$ cat config.mk
export PLATFORM = sky130hd
export DESIGN_NAME = btpc_front
export DESIGN_NICKNAME = d
export VERILOG_FILES = /design/src/rtl/btpc_pkg.sv /design/src/rtl/btpc_front.sv
export SDC_FILE = /design/constraint.sdc
export NUM_CORES = 1
export LEC_CHECK = 0
export BUFFER_PORTS_ARGS = -buffer_cell sky130_fd_sc_hd__buf_2
export CAP_MARGIN = 20
export CORE_MARGIN = 5
export CORE_UTILIZATION = 25
export DETAILED_ROUTE_END_ITERATION = 10
export PLACE_DENSITY = 0.52
export REMOVE_ABC_BUFFERS = 1
export SYNTH_ARGS = -nofsm -noshare
export SYNTH_HDL_FRONTEND = slang
export SYNTH_SLANG_ARGS = --single-unit
$ cat constraint.sdc
create_clock -name clock -period 2.1 [get_ports clock]
set_clock_uncertainty 0.2 [all_clocks]
set_input_delay 0.42 -clock clock [delete_from_list [all_inputs] [get_ports clock]]
set_output_delay 0.42 -clock clock [all_outputs]
set_load 0.05 [all_outputs]
$ cat src/rtl/btpc_pkg.sv
// Shared types and constants for the barometric compensation block.
// No dependencies.
package btpc_pkg;

   localparam int RAW_W   = 20;
   localparam int TEMP_W  = 16;
   localparam int PRESS_W = 25;
   localparam int CSR_IDX_W = 8;
   localparam int CSR_DAT_W = 64;
   localparam int QUEUE_DEPTH = 2;

   localparam logic [CSR_IDX_W-1:0] REG_TEMP_CAL  = 8'd0;
   localparam logic [CSR_IDX_W-1:0] REG_PRESS_P1  = 8'd1;
   localparam logic [CSR_IDX_W-1:0] REG_PRESS_P5  = 8'd2;
   localparam logic [CSR_IDX_W-1:0] REG_PRESS_P9  = 8'd3;

   typedef struct packed {
      logic [15:0] t1;
      logic [15:0] t2;
      logic [15:0] t3;
      logic [15:0] p1;
      logic [15:0] p2;
      logic [15:0] p3;
      logic [15:0] p4;
      logic [15:0] p5;
      logic [15:0] p6;
      logic [15:0] p7;
      logic [15:0] p8;
      logic [15:0] p9;
   } cal_type;

   typedef struct packed {
      logic [RAW_W-1:0] raw_pressure;
      logic [RAW_W-1:0] raw_temperature;
   } sample_type;

endpackage

$ cat src/rtl/btpc_front.sv
// Input side: takes raw sample pairs and queues them for the compute engine.
// Depends on btpc_pkg.
module btpc_front import btpc_pkg::*; #(
   parameter int Depth = QUEUE_DEPTH
) (
   input  logic       clock,
   input  logic       reset,
   input  logic       push,
   input  sample_type push_data,
   output logic       full,
   output logic       head_valid,
   output sample_type head_data,
   input  logic       pop
);
   localparam int PTR_W = (Depth > 1) ? $clog2(Depth) : 1;

   sample_type            mem_ff [Depth];
   logic [PTR_W-1:0]      wr_ff, wr_in, rd_ff, rd_in;
   logic [PTR_W:0]        cnt_ff, cnt_in;
   logic                  do_push, do_pop;

   assign full       = (cnt_ff == (PTR_W+1)'(Depth));
   assign head_valid = (cnt_ff != '0);
   assign head_data  = mem_ff[rd_ff];
   assign do_push    = push && !full;
   assign do_pop     = pop && head_valid;

   always_comb begin
      wr_in  = wr_ff;
      rd_in  = rd_ff;
      cnt_in = cnt_ff;
      if (do_push) begin
         wr_in = (wr_ff == PTR_W'(Depth-1)) ? '0 : wr_ff + 1'b1;
      end
      if (do_pop) begin
         rd_in = (rd_ff == PTR_W'(Depth-1)) ? '0 : rd_ff + 1'b1;
      end
      if (do_push && !do_pop) begin
         cnt_in = cnt_ff + 1'b1;
      end else if (!do_push && do_pop) begin
         cnt_in = cnt_ff - 1'b1;
      end
   end

   always_ff @(posedge clock) begin
      if (reset) begin
         wr_ff  <= '0;
         rd_ff  <= '0;
         cnt_ff <= '0;
      end else begin
         wr_ff  <= wr_in;
         rd_ff  <= rd_in;
         cnt_ff <= cnt_in;
      end
   end

   always_ff @(posedge clock) begin
      if (do_push) begin
         mem_ff[wr_ff] <= push_data;
      end
   end
endmodule

==> results.yml, run 1 <==
sta:
  worst_pin_slew_ps: 336
  fin_crit_sh_pct: 99.9
  slew_headroom_pct: 77.4
  fin_ws_ps: 2.49
  rsz0062_at_grt: "yes"
  fmax_ghz: 0.477
  min_period_ps: 2100
  holdWs_ps: 74.4
  setup_viol: 0
  slew_viol_final: 0
  hold_viol: 0
power_and_ir_drop:
  p_per_area_mw_per_mm2: 1410
  ir_drop_uv: 680
  leakage_nw: 1.71
die:
  io_pins: 86
  rows: 40
  die-height_um: 121
  die_w_um: 121
  start_util_pct: 25.6
  core-area_mm2: 0.0121
  die-area_mm2: 0.0147
routing:
  wl_per_cell_um: 15.8
  num_vias: 1658
  drt_iter0_drc: 68
  routed_wl_um: 6670
  ant_nets: 0
  via_per_inst: 3.93
  dr.pass1.iters: 4
  drc: 0
critical_path:
  crit_required_ps: 1480
  r2r_start: "cnt_ff[0]"
  crit_path_start_kind: "register"
  cp_max_fo: 10
  path_class: "register to primary output"
  arrival_ps: 1480
  critPathCaptureType: "primary output"
global_route:
  grt_pass1_vias: 1710
  grt_overflow: 0
  grt_max_degree: 33
  antenna_found_initial: 0
  grt_pass1_wl_um: 9630
  grtUsageTotal_pct: 9.12
cts:
  cts_tree: "yes"
  h-tree-depth: 3
  path_clk_slew_ps: 60
  postCtsSetupRepairBufs: 0
  clk_latency_ps: 330
  cts.sinks: 85
  clockRootBuffer: "clkbuf_16"
  clk_path_buf_depth: 2
  numCtsBuffers: 9
yosys:
  synth.avg_cell_area_um2: 20.8
  synth_cells: 149
  synth_cell_types: 14
  yosysSeqAreaShare_pct: 80.9
  synth_seq_cells: 85
  syn_area_mm2: 0.00309
  synth.yosys.warnings: 0
finish:
  final_nets: 294
  area_growth_pct: 45.0
  n_fill_cell: 1135
  diodes: 0
  drive_gt1_share_pct: 58.3
hold_path:
  holdCritStartpoint: "push_data[39]"
  min_path_type: "input pin to register"
placed_design:
  hpwl_um: 3890
  dp_slack_ps: 241
  io_buffers: 85
  place.gp.congestion: 0.703
outcome:
  status: "finished clean"
run:
  cap_violations: 0
[repair_timing]
item / 4_1_cts / 5_1_grt
endpoints found under the setup margin: 40 / 35
resized for setup: 71 / 39
hold buffers: 0 / 0
cloned: 2 / 1
[placed cells by master (no fill, tap or decap)]
master	count
edfxtp_1	80
buf_2	45
buf_6	40
mux2_4	27
mux2_2	13
clkbuf_16	10
nor2_1	4
clkbuf_1	4
dfxtp_1	4
buf_12	4
o21ai_0	3
xor2_1	3
or3_1	2
a21oi_1	2
clkinv_1	2
buf_16	2
or2_2	1
nor2b_2	1
inv_1	1
and2_2	1
inv_2	1
ha_1	1
dfxtp_4	1
clkinv_2	1
buf_4	1
[sequential cells by signal, summed over array words and instances (netlist names), named ones only]
name,count
mem_ff,80
rd_ff,1
wr_ff,1
cnt_ff,2
[cell families after synthesis]
family	Yosys count	synth area share, %
AOI/OAI and AO/OA	5	0.809
buffers and inverters	6	0.890
xor gates and xnor gates	3	0.850
DFF	85	80.9
adders and majority gates	1	0.404
muxes	40	14.6
and+or+nand+nor	9	1.58
[path summary, 6_finish.rpt]
path,to,slack [ps],cells after the start
worst max-delay path,head_data[18],2,3
worst min-delay path,mem_ff[0][39],70,1
worst max register to register,cnt_ff[1],310,4
worst min register to register,wr_ff,290,2
[report_power, final]
| group | internal (W) | switching, W |
|---|---|---|
| combinational | 0.00111 | 0.00160 |
| clock | 0.000792 | 0.000570 |
| sequential | 0.00214 | 0.0000947 |
| total | 0.00404 | 0.00226 |
[Yosys cell counts]
cell | n | area share [%]
or2_2 | 1 | 0.20
edfxtp_1 | 80 | 78
nor2b_2 | 1 | 0.28
o21ai_0 | 3 | 0.49
buf_2 | 4 | 0.65
ha_1 | 1 | 0.40
mux2_2 | 40 | 15
xor2_1 | 3 | 0.85
a21oi_1 | 2 | 0.32
nor2_1 | 4 | 0.49
or3_1 | 2 | 0.40
dfxtp_1 | 5 | 3.2
inv_1 | 2 | 0.24
and2_1 | 1 | 0.20
[through the flow]
| step | instance area, um^2 | setup TNS (ps) | cells | util (%) | total power (W) |
|---|---|---|---|---|---|
| final | 4490 | 0 | 422 | 37.2 | 0.00631 |
| after global routing | 4490 | -657 | 422 | 37.2 | 0.00660 |
| after CTS | 4310 | -423 | 421 | 35.8 | 0.00618 |
| after detailed placement | 3800 | 0 | 403 | 31.5 | 0.00435 |
| after global placement | 3800 | 0 | 403 | 31.5 | 0.00433 |
| after floorplan | 3070 | -24490 | 145 | - | 0.00379 |
[layout make-up]
type | instances | area (um^2) | area share [%]
clock buffer | 13 | 240 | 5.36
tap | 168 | 210 | 4.69
inverter | 2 | 7.51 | 0.167
multi-input combinational | 58 | 666 | 14.8
timing repair buffer | 93 | 843 | 18.8
clock inverter | 3 | 12.5 | 0.279
sequential | 85 | 2510 | 55.9
[critical path: stages (launching register included)]
cell       delay [ps]
dfxtp_4           440
clkbuf_16         210
mux2_2            350
buf_6             150
[metal layers]
metal  track usage, %  vias up  part of all wire [%]
met5                0        -                     0
met4             3.15        0                   1.3
met3             4.94        7                   8.1
met2             13.4       59                    47
met1             11.4      810                    44
li1                 -      782                     -
Note: power is estimated with default switching activity, not from simulation.
==> inputs of run 2 (changes only) <==
--- a/config.mk
+++ b/config.mk
@@ -7,10 +7,12 @@
 export LEC_CHECK = 0
 export BUFFER_PORTS_ARGS = -buffer_cell sky130_fd_sc_hd__buf_2
 export CAP_MARGIN = 20
-export CORE_MARGIN = 5
+export CELL_PAD_IN_SITES_DETAIL_PLACEMENT = 0
+export CELL_PAD_IN_SITES_GLOBAL_PLACEMENT = 1
+export CORE_MARGIN = 10
 export CORE_UTILIZATION = 25
 export DETAILED_ROUTE_END_ITERATION = 10
-export PLACE_DENSITY = 0.52
+export PLACE_DENSITY = 0.58
 export REMOVE_ABC_BUFFERS = 1
 export SYNTH_ARGS = -nofsm -noshare
 export SYNTH_HDL_FRONTEND = slang
==> results.yml, run 2 (same netlist as run 1, synthesis figures left out) <==
finish:
  final_util_pct: 37.3
  final_cell_mix: "80 x edfxtp_1, 45 x buf_2, 40 x buf_6"
  n_fill_cell: 1167
  final_common_cell: "edfxtp_1"
  top_regs: "mem_ff: 80 flops, cnt_ff: 2 flops"
  area_growth_pct: 45.3
  regMostFlops: "mem_ff"
  drive_gt1_share_pct: 59.4
  largest_reg_flops: 80
  seq_area_mm2: 0.00251
  stdcell_area_mm2: 0.00449
  diodes: 0
  final_nets: 294
  multi_input_area_um2: 643
sta:
  fmax_ghz: 0.475
  slew_viol_final: 0
  fin_setup_tns_ps: -14.4
  fin_crit_sh_pct: 100
  setup_viol: 8
  rsz0062_at_grt: "yes"
  hold_viol: 0
  worst_pin_slew_ps: 326
  min_period_ps: 2110
  slew_headroom_pct: 78.1
  fin_ws_ps: -5.23
cts:
  clk_latency_ps: 330
  numCtsBuffers: 9
  clk_path_buf_depth: 2
  cts_tree: "yes"
  h-tree-depth: 3
  postCtsSetupRepairBufs: 0
  clockRootBuffer: "clkbuf_16"
  cts.sinks: 85
  path_clk_slew_ps: 60
critical_path:
  arrival_ps: 1490
  crit_required_ps: 1480
  path_class: "register to primary output"
  cp_max_fo: 10
  crit_path_start_kind: "register"
  critPathCaptureType: "primary output"
placed_design:
  place.gp.congestion: 0.622
  hpwl_um: 4330
  io_buffers: 85
  place_area_mm2: 0.00380
  dp_slack_ps: 281
power_and_ir_drop:
  p_per_area_mw_per_mm2: 1430
  leakage_nw: 1.71
  ir_drop_uv: 577
die:
  start_util_pct: 25.6
  die_w_um: 131
  core-area_mm2: 0.0121
  io_pins: 86
  rows: 40
  die-height_um: 131
  die-area_mm2: 0.0172
global_route:
  antenna_found_initial: 0
  grt_pass1_wl_um: 10900
  grtUsageTotal_pct: 8.38
  grt_max_degree: 31
  grt_overflow: 0
  grt_pass1_vias: 1862
outcome:
  status: "finished, violations left"
  violations: "setup timing"
routing:
  routed_wl_um: 7160
  wl_per_cell_um: 17.0
  dr.pass1.iters: 4
  drc: 0
  ant_nets: 0
  drt_iter0_drc: 83
  num_vias: 1660
  via_per_inst: 3.93
hold_path:
  min_path_type: "input pin to register"
run:
  cap_violations: 0
-- run 2: final cells by class --
type / instances / area share (%)
flip-flops and latches: 85 / 55.8
repair buffers: 93 / 18.8
multi-input cells: 58 / 14.3
clock buffers: 15 / 6.18
well taps: 168 / 4.68
inverters: 2 / 0.167
clock inverters: 1 / 0.111
-- run 2: repair_timing --
| item | 4_1_cts | 5_1_grt |
|---|---|---|
| gates resized for setup | 82 | 22 |
| cloned | 2 | 1 |
| hold buffers | 0 | 0 |
| endpoints found under the hold margin | 0 | 0 |
| endpoints found under the setup margin | 40 | 34 |
-- run 2: through the flow --
step	total power (W)	std cells	hold WS (ps)
floorplan	0.00379	145	252
finish	0.00641	422	69.2
detailed placement	0.00438	403	287
global placement	0.00437	403	269
global route	0.00672	422	55.1
CTS	0.00638	421	52.2
-- run 2: layer usage --
metal / global-route usage [%] / vias to the layer above / routed length (um)
met1: 9.24 / 815 / 3030
met4: 4.31 / 0 / 142
met3: 4.00 / 10 / 501
met5: 0 / - / 0
li1: - / 780 / -
met2: 13.2 / 55 / 3490
-- run 2: critical path, cell delays in order (launching register included) --
cell and delay [ps]:
dfxtp_4 430, clkbuf_16 200, mux2_2 350, buf_6 150
-- run 2: final timing paths --
check        depth (start not counted)  slack, ps         start             to
min                                  1         70  push_data[2]   mem_ff[0][2]
min reg2reg                          2        290         wr_ff          wr_ff
max                                  3         -5      register  head_data[31]
max reg2reg                          4        350     cnt_ff[0]      cnt_ff[1]
-- run 2: report_power, final --
part	switching, W	total [W]	internal, W
Clock	0.000587	0.00148	0.000897
Combinational	0.00161	0.00270	0.00109
Sequential	0.0000907	0.00223	0.00214
==> inputs of run 3 (changes only) <==
--- a/config.mk
+++ b/config.mk
@@ -14,6 +14,7 @@
 export DETAILED_ROUTE_END_ITERATION = 10
 export PLACE_DENSITY = 0.58
 export REMOVE_ABC_BUFFERS = 1
+export SETUP_SLACK_MARGIN = 0.1
 export SYNTH_ARGS = -nofsm -noshare
 export SYNTH_HDL_FRONTEND = slang
 export SYNTH_SLANG_ARGS = --single-unit
==> results.yml, run 3 (same netlist as run 1, synthesis figures left out) <==
finish:
  final_common_cell: "edfxtp_1"
  final_util_pct: 37.9
  final_nets: 294
  top_regs: "mem_ff: 80 flops, cnt_ff: 2 flops"
  regMostFlops: "mem_ff"
  drive_gt1_share_pct: 59.4
  largest_reg_flops: 80
  diodes: 0
  area_growth_pct: 47.9
  final_cell_mix: "80 x edfxtp_1, 45 x buf_2, 22 x mux2_4"
global_route:
  grt_pass1_wl_um: 10800
  grt_max_degree: 31
  antenna_found_initial: 0
  grt_overflow: 0
  grt_util_met1_pct: 9.06
  grt.busiest_layer: "met2"
  use_met3_pct: 4.04
  met2_usage_pct: 13.2
  grtUsageTotal_pct: 8.33
  grt_pass1_vias: 1870
placed_design:
  io_buffers: 85
  place.gp.congestion: 0.622
  hpwl_um: 4330
  dp_slack_ps: 281
sta:
  worst_pin_slew_ps: 327
  fin_ws_ps: -4.99
  slew_viol_final: 0
  slew_headroom_pct: 78.0
  fin_crit_sh_pct: 100
  min_period_ps: 2100
  rsz0062_at_grt: "yes"
  setup_viol: 7
  fin_setup_tns_ps: -13.6
  hold_viol: 0
  fmax_ghz: 0.475
routing:
  drt_iter0_drc: 83
  num_vias: 1665
  via_per_inst: 3.95
  ant_nets: 0
  drc: 0
  routed_wl_um: 7170
  dr.pass1.iters: 4
  wl_per_cell_um: 17.0
critical_path:
  cp_max_fo: 10
  path_class: "register to primary output"
  crit_required_ps: 1480
  arrival_ps: 1480
  critPathCaptureType: "primary output"
  crit_path_start_kind: "register"
cts:
  postCtsSetupRepairBufs: 0
  numCtsBuffers: 9
  clk_latency_ps: 330
  cts.sinks: 85
  clockRootBuffer: "clkbuf_16"
  path_clk_slew_ps: 60
  cts_tree: "yes"
  h-tree-depth: 3
  cts.hold.buffers_added: 0
  clk_path_buf_depth: 2
die:
  rows: 40
  die-area_mm2: 0.0172
  die_w_um: 131
  start_util_pct: 25.6
  core-area_mm2: 0.0121
  die-height_um: 131
  io_pins: 86
power_and_ir_drop:
  leakage_nw: 1.74
  finalPower_w: 0.00654
  p_per_area_mw_per_mm2: 1430
  ir_drop_uv: 586
outcome:
  violations: "setup timing"
  status: "finished, violations left"
run:
  cap_violations: 0
hold_path:
  min_path_type: "input pin to register"
run 3: layer usage:
| layer | vias to the layer above | part of all wire (%) |
|---|---|---|
| li1 | 781 | - |
| met1 | 819 | 42 |
| met2 | 55 | 49 |
| met3 | 10 | 7.3 |
| met4 | 0 | 2.0 |
| met5 | - | 0 |
run 3: layout make-up:
| class | count | area [um^2] |
|---|---|---|
| fillers | 1153 | 7490 |
| flip-flops and latches | 85 | 2510 |
| repair buffers | 93 | 922 |
| multi-input cells | 58 | 647 |
| clock buffers | 15 | 278 |
| well taps | 168 | 210 |
| inverters | 2 | 7.51 |
| clock inverters | 1 | 5.00 |
run 3: repair_timing:
action / CTS / global route
setup endpoints to repair: 40 / 40
cloned: 2 / 1
gates resized for setup: 97 / 29
run 3: where the power goes:
part	internal (W)	switching, W	leakage (nW)
clock	0.000897	0.000585	0.140
sequential	0.00214	0.0000912	0.789
combinational	0.00120	0.00163	0.808
total	0.00423	0.00231	1.74
run 3: final timing paths:
check / startpoint / endpoint / slack [ps] / depth (start not counted)
max: register / head_data[31] / -5 / 3
min: push_data[2] / mem_ff[0][2] / 70 / 1
max reg2reg: cnt_ff[0] / cnt_ff[1] / 350 / 4
min reg2reg: wr_ff / wr_ff / 290 / 2
run 3: through the flow:
stage | hold WS [ps] | std cells | cell area [um^2]
floorplan | 252 | 145 | 3070
global placement | 269 | 403 | 3800
detailed placement | 287 | 403 | 3800
CTS | 52.2 | 421 | 4440
global route | 55.1 | 422 | 4580
finish | 69.3 | 422 | 4580
run 3: critical path, cell delays in order (launching register included):
cell and delay (ps):
dfxtp_4 430, clkbuf_16 200, mux2_2 350, buf_6 150
